<file path="config.mk">
export PLATFORM = sky130hd
export DESIGN_NAME = etm_ram
export DESIGN_NICKNAME = d
export VERILOG_FILES = /design/src/etm_ram.sv
export SDC_FILE = /design/constraint.sdc
export NUM_CORES = 1
export LEC_CHECK = 0
export BUFFER_PORTS_ARGS = -buffer_cell sky130_fd_sc_hd__buf_2
export CAP_MARGIN = 20
export CELL_PAD_IN_SITES_DETAIL_PLACEMENT = 0
export CELL_PAD_IN_SITES_GLOBAL_PLACEMENT = 1
export CORE_AREA = 4 4 101 103
export DETAILED_ROUTE_END_ITERATION = 8
export DIE_AREA = 0 0 105 107
export GPL_TIMING_DRIVEN = 0
export PLACE_DENSITY = 0.88
export SYNTH_ARGS = -nofsm -noshare
export SYNTH_HDL_FRONTEND = slang
export SYNTH_SLANG_ARGS = --single-unit
export TNS_END_PERCENT = 20
</file>
<file path="constraint.sdc">
create_clock -name i_clk -period 4.2 [get_ports i_clk]
set_input_delay 0.63 -clock i_clk [delete_from_list [all_inputs] [get_ports i_clk]]
set_output_delay 0.63 -clock i_clk [all_outputs]
set_load 0.005 [all_outputs]
</file>
<file path="src/etm_ram.sv">
// etm_ram: generic single write port, single read port ram with registered read
// no dependencies
module etm_ram #(
    parameter int Width = 8,
    parameter int Depth = 16
) (
    input  logic                                  i_clk,
    input  logic                                  i_we,
    input  logic [(Depth > 1 ? $clog2(Depth) : 1)-1:0] i_waddr,
    input  logic [Width-1:0]                      i_wdata,
    input  logic [(Depth > 1 ? $clog2(Depth) : 1)-1:0] i_raddr,
    output logic [Width-1:0]                      o_rdata
);
    logic [Width-1:0] r_mem [Depth];
    logic [Width-1:0] r_rdata;

    always_ff @(posedge i_clk) begin
        if (i_we) begin
            r_mem[i_waddr] <= i_wdata;
        end
        r_rdata <= r_mem[i_raddr];
    end

    assign o_rdata = r_rdata;
endmodule

</file>
Word level (Yosys, flattened, before mapping)
Memory sizes are Yosys's and may differ from the RTL's. A register that Yosys moved wholly into a read port is not among the register bits.
Cells that the tools add are included.

storage, ports and cells
  output and inout port bits = 8
  memories = 1
  logic and storage cells = 3
  bits in writable memories = 128
  flip-flop bits (word level) = 0

operators by class
  multiplexer cells = 2

memory list
  memory  depth  bits a word  rd ports  clocked after memory_dff  write ports  RTL line  text
  r_mem   16     8            1         1                         1            14        logic [Width-1:0] r_mem [Depth];

operators by type and width
  operator          number
  2-to-1 mux 1 bit  2

Depth between registers and ports, before layout
  word-level depth = 2
  gate-level depth with buffers = 5

Least setup slack after synthesis
OpenSTA, ideal clock, no wires.

  path kind = input port to flip-flop
  start = input port i_waddr[2] in the netlist's numbering
  end = memory r_mem[0][0], enable pin
  setup slack = 2.077 ns
  required time = 3.817 ns
  data arrival time = 1.740 ns
  path buffers = 0
  stages = 2
  cell sequence = or3b_2 -> nor3_1

RTL lines
  item         RTL line  text
  from (decl)  9         input logic [(Depth > 1 ? $clog2(Depth) : 1)-1:0] i_waddr,
  to (decl)    14

Straight into the memory's write port.

Worst setup path in the final report
  start = input port i_waddr[2] in the netlist's numbering
  end = memory r_mem[3][1], enable pin

Straight into the memory's write port.

==> out/results.ini <==
[sta]
rsz0062_at_grt=no
fmax_ghz=0.560
slew_headroom=0.435
period_share=0.425
hold_viol_final=0
layout_min_cycle_time_ns=1.79
worst_hold_slack_ns=0.519
setup_violations=0
final.setup.tns_ns=0
finalMaxSlewViolations=0
fin_worst_skew_ns=0.00882
worstMarginPinSlew_ns=0.844

[logic_synthesis]
synthArstFlopShare=0
yosysWarnings=0
synth_top_area_frac=0.747
netlist_area_mm2=0.00515
postSynthAreaPerCell_um2=22.5
synth_common_cells=128 x edfxtp_1, 18 x mux4_2, 16 x a22oi_1
netlist_instances=229
seq_area_frac_synth=0.778
ys_ff_latch=136
yosys.area.top_type=edfxtp_1
syn_nets=247
synth_edf_count=128
synth_ff_type=edfxtp_1
ys_types=19
synth_most_common_cell=edfxtp_1
ys_top_cells_by_area=edfxtp_1 75%, mux4_2 7.9%, mux4_1 7.1%

[routing]
antenna_left=0
drc=0
vias_per_cell=6.07
drt_iter0_markers=237
wl_um=9610
dr_total_vias=2429
wire_per_inst_um=24.0
firstDrtPassIters=5

[layout]
diodes=0
fin_util=0.656
finalNetCount=294
final_layout_size_suffix_gt1_frac=0.301
fin_area_mm2=0.00603
n_fill_cell=582
syn_to_final_growth_pct=17.2

[clock_network]
cts_sinks=136
cts_setup_buffers=0
clockBufferDepth=2
ctsResizeCount=0
hold_buffers=0
cts_made_buffers=17
cts-root-buf=clkbuf_8
clk_pin_slew_ns=0.06
clock_latency_ns=0.52
cts_tree=built
h-tree-depth=4

[floorplan]
die_area_mm2=0.0112
start_util=0.560
rows=35
die_w_um=105
core-area_mm2=0.00920
die_h_um=107
ioPinCount=26

[setup_path]
crit_family=simple AND/OR/NAND/NOR gates
crit_path_top_delay_cell=nor2_1
cp-end-kind=flop
path_class=in -> reg
max_stage_delay_ns=0.65
path_buf_inv=1
cp-start-kind=input pin
cp_cell_sequence=buf_2 > or3b_2 > nor2_1
required_ns=4.34
crit_arrival_ns=1.92
critPathMaxFanout=8

[place]
place_hpwl_um=6000
place_area_mm2=0.00543
port_buffers=24
place_congestion=0.686

[power_and_ir_drop]
pwr_density_cell_mw_per_mm2=519
p_sw_frac=0.191
combPwrFrac=0.045
switchingPower_mw=0.600
p_seq_frac=0.487
pwr-share-clk=0.468
static-leakage-power_nw=2.05
cell_internal_pwr_mw=2.53
peakVddDrop_mv=0.339

[grt]
grt_pass1_vias=2466
grt_antenna_before_repair=0
grt.total_usage=0.185
grt_pass1_wl_um=14600
overflow=0
grt_max_degree=17

[run_status]
status=completed

[run]
drv_cap=0

[min_path]
hold_path_class=in -> reg

power by group through the flow:
stage          logic [mW]  clock network (mW)  registers (mW)
2_1_floorplan      0.0770                   0            1.55
3_3_place_gp        0.137                   0            1.55
3_5_place_dp        0.143                   0            1.55
4_1_cts             0.144                1.48            1.53
5_1_grt             0.153                1.54            1.53
6_report            0.142                1.46            1.53
per-layer routing:
metal  routed length [µm]  share of wire  track usage  vias up
met2                 4780           0.50        0.287      115
met1                 3870           0.40        0.251     1232
met5                    0              0            0        -
met4                  193          0.020       0.0694        0
met3                  758          0.079       0.0542       16
li1                     -              -            -     1066
state kept, by name, indices dropped and copies added (netlist names):
register	flops
r_mem	128
o_rdata	8
final timing paths:
check	start	slack, ns	depth (start not counted)	to
min	i_wdata[6]	0.52	1	r_mem[13][6]
max reg2reg	r_mem[4][0]	2.76	3	o_rdata[0]
min reg2reg	r_mem[11][1]	0.68	3	o_rdata[1]
max	i_waddr[2]	2.41	3	r_mem[3][1]
cell families (layout without fill, tap and decap cells):
kind of cell | after synthesis | after routing | synth area share
flip-flops | 136 | 136 | 0.778
AND/OR/NAND/NOR | 35 | 35 | 0.0318
multiplexers | 32 | 32 | 0.150
AO/OA/AOI/OAI | 16 | 16 | 0.0233
buffers and inverters | 10 | 70 | 0.0168
cell usage in the layout (no fill, tap or decap), drive strengths merged:
cell	netlist	routed
buf	7	35
or3b	1	1
nor3	4	4
dfxtp	8	8
clkinv	0	2
nor2b	1	1
nor2	13	13
clkinvlp	0	2
edfxtp	128	128
nand2	9	9
clkdlybuf4s25	3	3
and2	1	1
nand3	1	1
clkbuf	0	26
nand2b	2	2
nand3b	2	2
a22oi	16	16
mux4	32	32
and2b	1	1
bufinv	0	2
metrics by stage:
stage	worst slack, ns	power [mW]	instances
floorplan	2.08	1.63	229
global placement	1.55	1.69	364
detailed placement	1.90	1.70	368
CTS	2.44	3.14	400
global route	2.38	3.22	400
finish	2.41	3.13	400
area by class of cell:
| class | instances | area [µm²] | area share |
|---|---|---|---|
| buffer | 10 | 86.3 | 0.0143 |
| clock buffer | 26 | 518 | 0.0858 |
| clock inverter | 6 | 85.1 | 0.0141 |
| timing repair buffer | 28 | 145 | 0.0241 |
| sequential | 136 | 4000 | 0.663 |
| tap | 111 | 139 | 0.0230 |
| multi-input combinational | 83 | 1060 | 0.175 |
Power figures use the tool's default switching activity.
