$ cat config.mk
export PLATFORM = sky130hd
export DESIGN_NAME = etm_hash
export DESIGN_NICKNAME = d
export VERILOG_FILES = /design/src/etm_pkg.sv /design/src/etm_hash.sv
export SDC_FILE = /design/constraint.sdc
export NUM_CORES = 1
export LEC_CHECK = 0
export ABC_AREA = 1
export BUFFER_PORTS_ARGS = -buffer_cell sky130_fd_sc_hd__buf_2
export CAP_MARGIN = 10
export CORE_MARGIN = 2
export CORE_UTILIZATION = 40
export DETAILED_ROUTE_END_ITERATION = 8
export PLACE_DENSITY = 0.59
export SLEW_MARGIN = 20
export SYNTH_ARGS = -nofsm -noshare
export SYNTH_HDL_FRONTEND = slang
export SYNTH_SLANG_ARGS = --single-unit
$ cat constraint.sdc
create_clock -name i_clk -period 7.14 [get_ports i_clk]
set_input_delay 1.428 -clock i_clk [delete_from_list [all_inputs] [get_ports i_clk]]
set_output_delay 1.428 -clock i_clk [all_outputs]
set_load 0.02 [all_outputs]
$ cat src/etm_pkg.sv
// etm_pkg: shared types and constants for the transmit echo match table
// beat structs for both channels, the stored entry layout and the fnv-1a constants
// no dependencies
package etm_pkg;

    localparam int TableDepth = 256;
    localparam logic [63:0] FnvBasis = 64'hcbf29ce484222325;
    localparam logic [8:0] FnvPrimeLow = 9'h1b3;
    localparam int FnvPrimeShift = 40;
    localparam logic [23:0] WindowReset = 24'd200000;
    localparam logic [6:0] MaxBytes = 7'd64;

    typedef enum logic {
        OP_RECORD = 1'b0,
        OP_CHECK  = 1'b1
    } t_opcode;

    typedef struct packed {
        t_opcode      opcode;
        logic [28:0]  frame_id;
        logic [6:0]   byte_count;
        logic         is_fd;
        logic [63:0]  payload_chunk;
        logic         chunk_last;
        logic [47:0]  now_us;
    } t_in_beat;

    typedef struct packed {
        logic         is_echo;
        logic         evicted_live;
        logic [8:0]   table_count;
    } t_out_beat;

    typedef struct packed {
        logic [36:0]  key;
        logic [63:0]  hash;
        logic [47:0]  deadline;
    } t_entry;

    localparam int EntryWidth = $bits(t_entry);

endpackage

$ cat src/etm_hash.sv
// etm_hash: 64-bit fnv-1a over a frame's payload, one byte per cycle
// depends on etm_pkg
module etm_hash (
    input  logic        i_clk,
    input  logic        i_rst_n,
    input  logic        i_start,
    input  logic [63:0] i_chunk,
    input  logic [6:0]  i_len,
    input  logic        i_last,
    output logic        o_done,
    output logic [63:0] o_hash
);
    import etm_pkg::*;

    logic        r_busy;
    logic [2:0]  r_byte;
    logic [63:0] r_chunk;
    logic [6:0]  r_lim;
    logic        r_last;
    logic [63:0] r_accum;
    logic [6:0]  r_seen;
    logic        r_done;
    logic [63:0] r_hash;

    logic        take;
    logic [63:0] x;
    logic [63:0] n_step;
    logic [63:0] n_accum;
    logic [6:0]  n_seen;
    logic [7:0]  cur_byte;

    always_comb begin
        cur_byte = r_chunk[7:0];
        take     = r_seen < r_lim;
        x        = r_accum ^ {56'd0, cur_byte};
        // prime is 2^40 + 0x1b3
        n_step   = (x << FnvPrimeShift) + 64'(x * FnvPrimeLow);
        n_accum  = take ? n_step : r_accum;
        n_seen   = take ? r_seen + 7'd1 : r_seen;
    end

    always_ff @(posedge i_clk) begin
        if (!i_rst_n) begin
            r_busy  <= 1'b0;
            r_done  <= 1'b0;
            r_accum <= FnvBasis;
            r_seen  <= 7'd0;
        end else begin
            r_done <= 1'b0;
            if (i_start) begin
                r_busy  <= 1'b1;
                r_byte  <= 3'd0;
                r_chunk <= i_chunk;
                r_lim   <= (i_len > MaxBytes) ? MaxBytes : i_len;
                r_last  <= i_last;
            end else if (r_busy) begin
                r_byte  <= r_byte + 3'd1;
                r_chunk <= r_chunk >> 8;
                if (r_byte == 3'd7) begin
                    r_busy <= 1'b0;
                    r_done <= 1'b1;
                end
                if (r_byte == 3'd7 && r_last) begin
                    r_hash  <= n_accum;
                    r_accum <= FnvBasis;
                    r_seen  <= 7'd0;
                end else begin
                    r_accum <= n_accum;
                    r_seen  <= n_seen;
                end
            end
        end
    end

    assign o_done = r_done;
    assign o_hash = r_hash;
endmodule

### After elaboration in Yosys (flattened, before gate mapping)

Index checks and enable logic that the tools add are counted.

| operators by class | value |
|---|---|
| div/mod/pow operators | 0 |
| bitwise gates (word level) | 4 |
| mux-type cells | 11 |
| shift operators | 0 |
| $lt $le $gt $ge | 2 |
| add/subtract/negate cells | 3 |
| equal/unequal tests | 1 |
| reductions and logical operators | 9 |
| multipliers | 1 |

Operators by type and width:

| cell | count |
|---|---|
| $mux W64 | 4 |
| $add A64 B64 Y64 | 1 |
| $mul A64 B9 Y64 const B | 1 |
| $xor A64 B8 Y64 | 1 |
| $mux W7 | 2 |
| $add A7 B1 Y7 const B | 1 |
| $gt A7 B7 Y1 const B | 1 |
| $lt A7 B7 Y1 | 1 |
| $reduce_and A2 Y1 | 3 |
| $mux W1 | 4 |
| $reduce_and A4 Y1 | 1 |
| $reduce_bool A2 Y1 | 2 |
| $add A3 B1 Y3 const B | 1 |
| $eq A3 B3 Y1 const B | 1 |
| $mux W3 | 1 |
| $not A1 Y1 | 3 |
| $reduce_and A3 Y1 | 1 |
| $reduce_or A3 Y1 | 1 |
| $logic_and A1 B1 Y1 | 1 |

| storage, ports and cells | value |
|---|---|
| logic and storage cells | 40 |
| bits in read-only memories | 0 |
| memory bits (writable) | 0 |
| register bits after elaboration | 212 |
| latch bits | 0 |
| memories kept | 0 |
| output and inout port bits | 65 |
| bits of input ports | 75 |

### Logic depth before layout (Yosys ltp)

| logic depth | value |
|---|---|
| depth after elaboration | 5 |
| depth in mapped cells | 30 |
| mapped depth without buffers | 29 |

### Worst setup path after synthesis

Ideal clock, no wire load.

| timing path | value |
|---|---|
| path type | input -> register |
| from | input i_start |
| to | register r_hash[0] (netlist: o_hash[0]), enable pin |
| arrival time | 4.626 ns |
| setup slack | 2.027 ns |
| setup time | 0.487 ns |
| buffers on the path | 1 |
| required time | 6.653 ns |
| stages on the path | 6 |
| path through | buf_2 -> inv_2 -> nand2_2 -> nor2_1 -> inv_1 -> nor2_1 |

| on the way | value |
|---|---|
| word-level cells in the longest chain between the ends | 2 |

Ends and longest elaborated chain:

| item | RTL line | text |
|---|---|---|
| from (decl) | etm_hash.sv:6 | `input logic i_start,` |
| $not A1 Y1 (no source line) | - |  |
| $reduce_and A4 Y1 (no source line) | - |  |
| to (signal assigned) | etm_hash.sv:64 | `r_hash <= n_accum;` |
| to (decl) | etm_hash.sv:23 | `logic [63:0] r_hash;` |

Every way passes these cells.
A chain may end at the register's enable or synchronous reset.

### Worst setup path after layout

| timing path | value |
|---|---|
| from | register r_chunk[7] |
| to | register r_hash[57] (netlist: o_hash[57]) (data pin) |

| on the way | value |
|---|---|
| word-level cells in the longest chain between the ends | 4 |

Ends and longest elaborated chain:

| item | RTL line | text |
|---|---|---|
| from (decl) | etm_hash.sv:17 | `logic [63:0] r_chunk;` |
| from (signal assigned) | etm_hash.sv:53 | `r_chunk <= i_chunk;` |
| from (signal assigned) | etm_hash.sv:58 | `r_chunk <= r_chunk >> 8;` |
| $xor A64 B8 Y64 (*) | etm_hash.sv:35 | `x = r_accum ^ {56'd0, cur_byte};` |
| $mul A64 B9 Y64 | etm_hash.sv:37 | `n_step = (x << FnvPrimeShift) + 64'(x * FnvPrimeLow);` |
| $add A64 B64 Y64 (*) | etm_hash.sv:37 |  |
| $mux W64 (*) | etm_hash.sv:38 | `n_accum = take ? n_step : r_accum;` |
| via n_accum[57] | etm_hash.sv:28 | `logic [63:0] n_accum;` |

The timed path passes the listed nets; every way through them passes the cells marked *.

==> reports/results.txt <==
The run finished with clean final reports. Counting every instance in the synthesized netlist gives 2937. Critical path start-end classification: reg -> reg.

The logs give 3 for the worst-case clock buffer depth and 0 for the max-slew violation total from the final report. Data arrives at the worst endpoint at 6170 ps. The type of destination of the critical path was a flop. After detailed routing, the total wire length is 65.2 mm. The met1 track utilization from global routing is 31.8%. The cell family contributing the most delay on the critical path is adder cells. Setup slack on the worst reg-to-reg path comes out at 1310 ps. The buffer count from post-CTS setup fixing was 0; the die width was 241 um. The layout overhead on the synthesized area is 10.5%, and the detailed-route wire length per cell is 16.9 um.

The number of antenna violations at the first check in global routing came out at 3. The number of different library cells used by synthesis comes to 47. In the final timing run, aggregate negative setup slack is 0 ps. Counting the fill cells in the layout gives 5757. The slew at the pin closest to its max-slew limit came out at 1010 ps. Setup repair after global routing left no endpoint under its margin. In this run the standard cell core region covers 56100 um2. After clock tree synthesis, the repair step resized 0 gates. Across the run, the number of max-cap violations was 0. Critical path launch point type: a flop. The clock period minus final worst setup slack is 5830 ps.

The maximum number of pins on one net before global-route repair was 77. The count of input and output buffers is 139, and the share of the core filled with cells in the final layout is 44.5%. Timing would allow up to 172 MHz.

The iteration-0 DRC count of the detailed router was 1197. The placed cell count was 3795; the global placement routability congestion was 1.03. CTS placed an instance of sky130_fd_sc_hd__clkbuf_16 at the clock tree root. Cells with a size suffix above 1 make up 10.1% of the layout. The final count of hold timing violations came out at 0.

The number of hold buffers added after CTS was 0. The post-synthesis register bit count is 212. The run gives 27 as the number of buffers created by CTS.

In the routed layout, each cell is associated on average with a via count of 4.68. For this run, the slowest stage of the critical path takes 760 ps. In this run the tightest slew margin relative to its limit is 32.9%. The number of top-level design ports was 140. For met2 alone, demand over resource in global routing was 37.8%. Cell row count: 87. For this run, the leading register cell type out of synthesis is sky130_fd_sc_hd__edfxtp_1. The sequential area share after synthesis was 25.0%; the largest fanout on the critical path was 5. The data required time of the worst path came out at 7480 ps. For this design, the slowest cell found on the critical path is sky130_fd_sc_hd__xnor2_1. Busiest layer in global routing: met2. Counting flops with a built-in enable in the synthesized netlist gives 139. For this run, the post-layout net count is 3558. For the synthesized area, the log shows 22600 um2. Setup violations remaining at the end of the flow were counted as 0. The via count of the first global-routing pass was 17799.

The number of buffers and inverters on the critical path is 3. The post-detailed-route DRC marker count was 0; the later-pin clock latency in the skew report was 600 ps. The worst clock skew is 26.9 ps, and the detailed-routing iteration count for the pre-antenna-repair pass is 6. Counting every sink on the clock net gives 212.

The share of async-settable or async-resettable flops after synthesis works out to 0%. The post-detailed-placement half-perimeter wirelength is 54.0 mm, and the clock slew at the register clock pins of the worst setup and hold paths is 60 ps. The die height came out at 241 um. In the layout the commonest cells are 838 x sky130_fd_sc_hd__nand2_1, 738 x sky130_fd_sc_hd__inv_1, 210 x sky130_fd_sc_hd__fa_1, 205 x sky130_fd_sc_hd__ha_1.

Among the stages of the critical path, the cell type that occurs most often is sky130_fd_sc_hd__ha_1. Global routing used 23.2% of the available tracks across all layers. The post-route clock period utilization came out at 81.7%. In the global route stage, met3 resource usage came out at 4.48%. For the overall via count from detail_route, the log shows 18011. Walking the worst path, the cells encountered are xnor2_1 -> inv_1 -> ha_1 -> xor2_1 -> ha_1 -> o21bai_1 -> fa_1 -> inv_1 -> fa_1 -> inv_1 -> ha_1 -> ha_1 -> nand2_2 -> nor2_2 -> nand2_1 -> nor2_1 -> nand2_1 -> nand3_2 -> nand4_1 -> nand3_1 -> nand3_1 -> and2_1.

Leaving out fill and tap cells, the most frequent cell in the layout is sky130_fd_sc_hd__nand2_1. The post-synth net total came out at 3427. Yosys printed 0 warnings.

The final instance count without filler cells was 3847. Post-synthesis area per instance: 7.68 um2. TritonCTS built the clock tree.

The first global-routing pass estimated 102 mm of wire. The tools report the H-tree depth as 1. The tools report the initial core utilization as 40.2%. The total overflow left after global routing is 0. In this run the remaining antenna-violating nets after routing total 0.

The min-delay analysis places its worst path in the category reg -> reg. The die covers 58300 um2.
==> cell type report <==
type | count | area [um2] | share of cell area (%)
antenna | 2 | 5.00 | 0.0201
clock inverter | 10 | 78.8 | 0.316
tap | 756 | 946 | 3.79
inverter | 765 | 2870 | 11.5
timing repair buffer | 150 | 778 | 3.12
sequential | 212 | 5640 | 22.6
multi-input combinational | 1912 | 13900 | 55.6
clock buffer | 40 | 756 | 3.03
==> Yosys cell counts (2+ instances only) <==
cell                       number  area share, %
sky130_fd_sc_hd__nor2_2        34           0.94
sky130_fd_sc_hd__dfxtp_1       73            6.5
sky130_fd_sc_hd__buf_1          7           0.12
sky130_fd_sc_hd__fa_1         210             19
sky130_fd_sc_hd__edfxtp_1     139             19
sky130_fd_sc_hd__xor2_1        52            2.0
sky130_fd_sc_hd__o21ai_2       10           0.39
sky130_fd_sc_hd__ha_1         205             11
sky130_fd_sc_hd__nor3_1         7           0.16
sky130_fd_sc_hd__buf_2         13           0.29
sky130_fd_sc_hd__o21a_1         2          0.067
sky130_fd_sc_hd__nor2_1       109            1.8
sky130_fd_sc_hd__a21oi_2        3           0.12
sky130_fd_sc_hd__nor3_2         3           0.13
sky130_fd_sc_hd__o21ai_1       10           0.22
sky130_fd_sc_hd__a21boi_2       2           0.10
sky130_fd_sc_hd__o31ai_1        2          0.067
sky130_fd_sc_hd__or2_0          3          0.083
sky130_fd_sc_hd__nand3_2        4           0.18
sky130_fd_sc_hd__clkinv_1       2          0.033
sky130_fd_sc_hd__a21boi_0       3           0.10
sky130_fd_sc_hd__and2_1        15           0.42
sky130_fd_sc_hd__o21bai_1      19           0.63
sky130_fd_sc_hd__nand3_1       96            2.1
sky130_fd_sc_hd__o211ai_1       7           0.23
sky130_fd_sc_hd__a21oi_1      116            2.6
sky130_fd_sc_hd__inv_1        739             12
sky130_fd_sc_hd__o32ai_1        2          0.078
sky130_fd_sc_hd__o21ai_0       24           0.53
sky130_fd_sc_hd__xnor2_1       46            1.8
sky130_fd_sc_hd__clkbuf_1      26           0.43
sky130_fd_sc_hd__inv_2         24           0.40
sky130_fd_sc_hd__nand2_2       20           0.55
sky130_fd_sc_hd__nand2_1      840             14
sky130_fd_sc_hd__o22ai_1       14           0.39
sky130_fd_sc_hd__nand4_1       19           0.53
sky130_fd_sc_hd__or2_2         17           0.47
sky130_fd_sc_hd__nand3b_1       8           0.27
sky130_fd_sc_hd__a21o_1         4           0.13
==> worst paths after layout <==
path / start / to / cells after the start
max: r_chunk[7] / o_hash[57] / 22
min: r_accum[7] / r_accum[7] / 2
max reg2reg: r_chunk[7] / o_hash[57] / 22
min reg2reg: r_accum[7] / r_accum[7] / 2
==> metal layers <==
layer  part of all wire, %  wire length (um)  up-vias
li1                      -                 -     9115
met1                    45             29600     8354
met2                    45             29400      466
met3                   7.1              4620       74
met4                   2.3              1510        2
met5                 0.020                13        -
==> logic make-up after synthesis <==
group                      synth area share [%]
xor gates and xnor gates                   3.81
buffers and inverters                      13.7
and+or+nand+nor                            21.8
AOI/OAI and AO/OA                          5.74
adders and majority gates                  30.0
DFF                                        25.0
==> metrics by stage <==
stage,setup WS [ps],cell area [um2],hold WS [ps]
6_report,1310,24900,497
5_1_grt,989,24900,523
4_1_cts,1320,24900,499
3_5_place_dp,1340,24100,486
3_3_place_gp,1320,24100,476
2_1_floorplan,2030,22600,458
==> worst min-delay path, cell delays in order, from the launching register on <==
cell and delay [ps]:
sky130_fd_sc_hd__dfxtp_1 330, sky130_fd_sc_hd__nand2_1 70, sky130_fd_sc_hd__a21oi_1 50
==> flip-flops by register name (all words and copies together) (netlist names) <==
register	flops
o_hash	64
r_accum	64
r_chunk	64
r_lim	7
r_seen	7
r_byte	3
o_done	1
r_busy	1
r_last	1
Power is left out: the tool's default activity adds up to more than one toggle a clock period on the data nets, which glitch-free logic cannot reach.
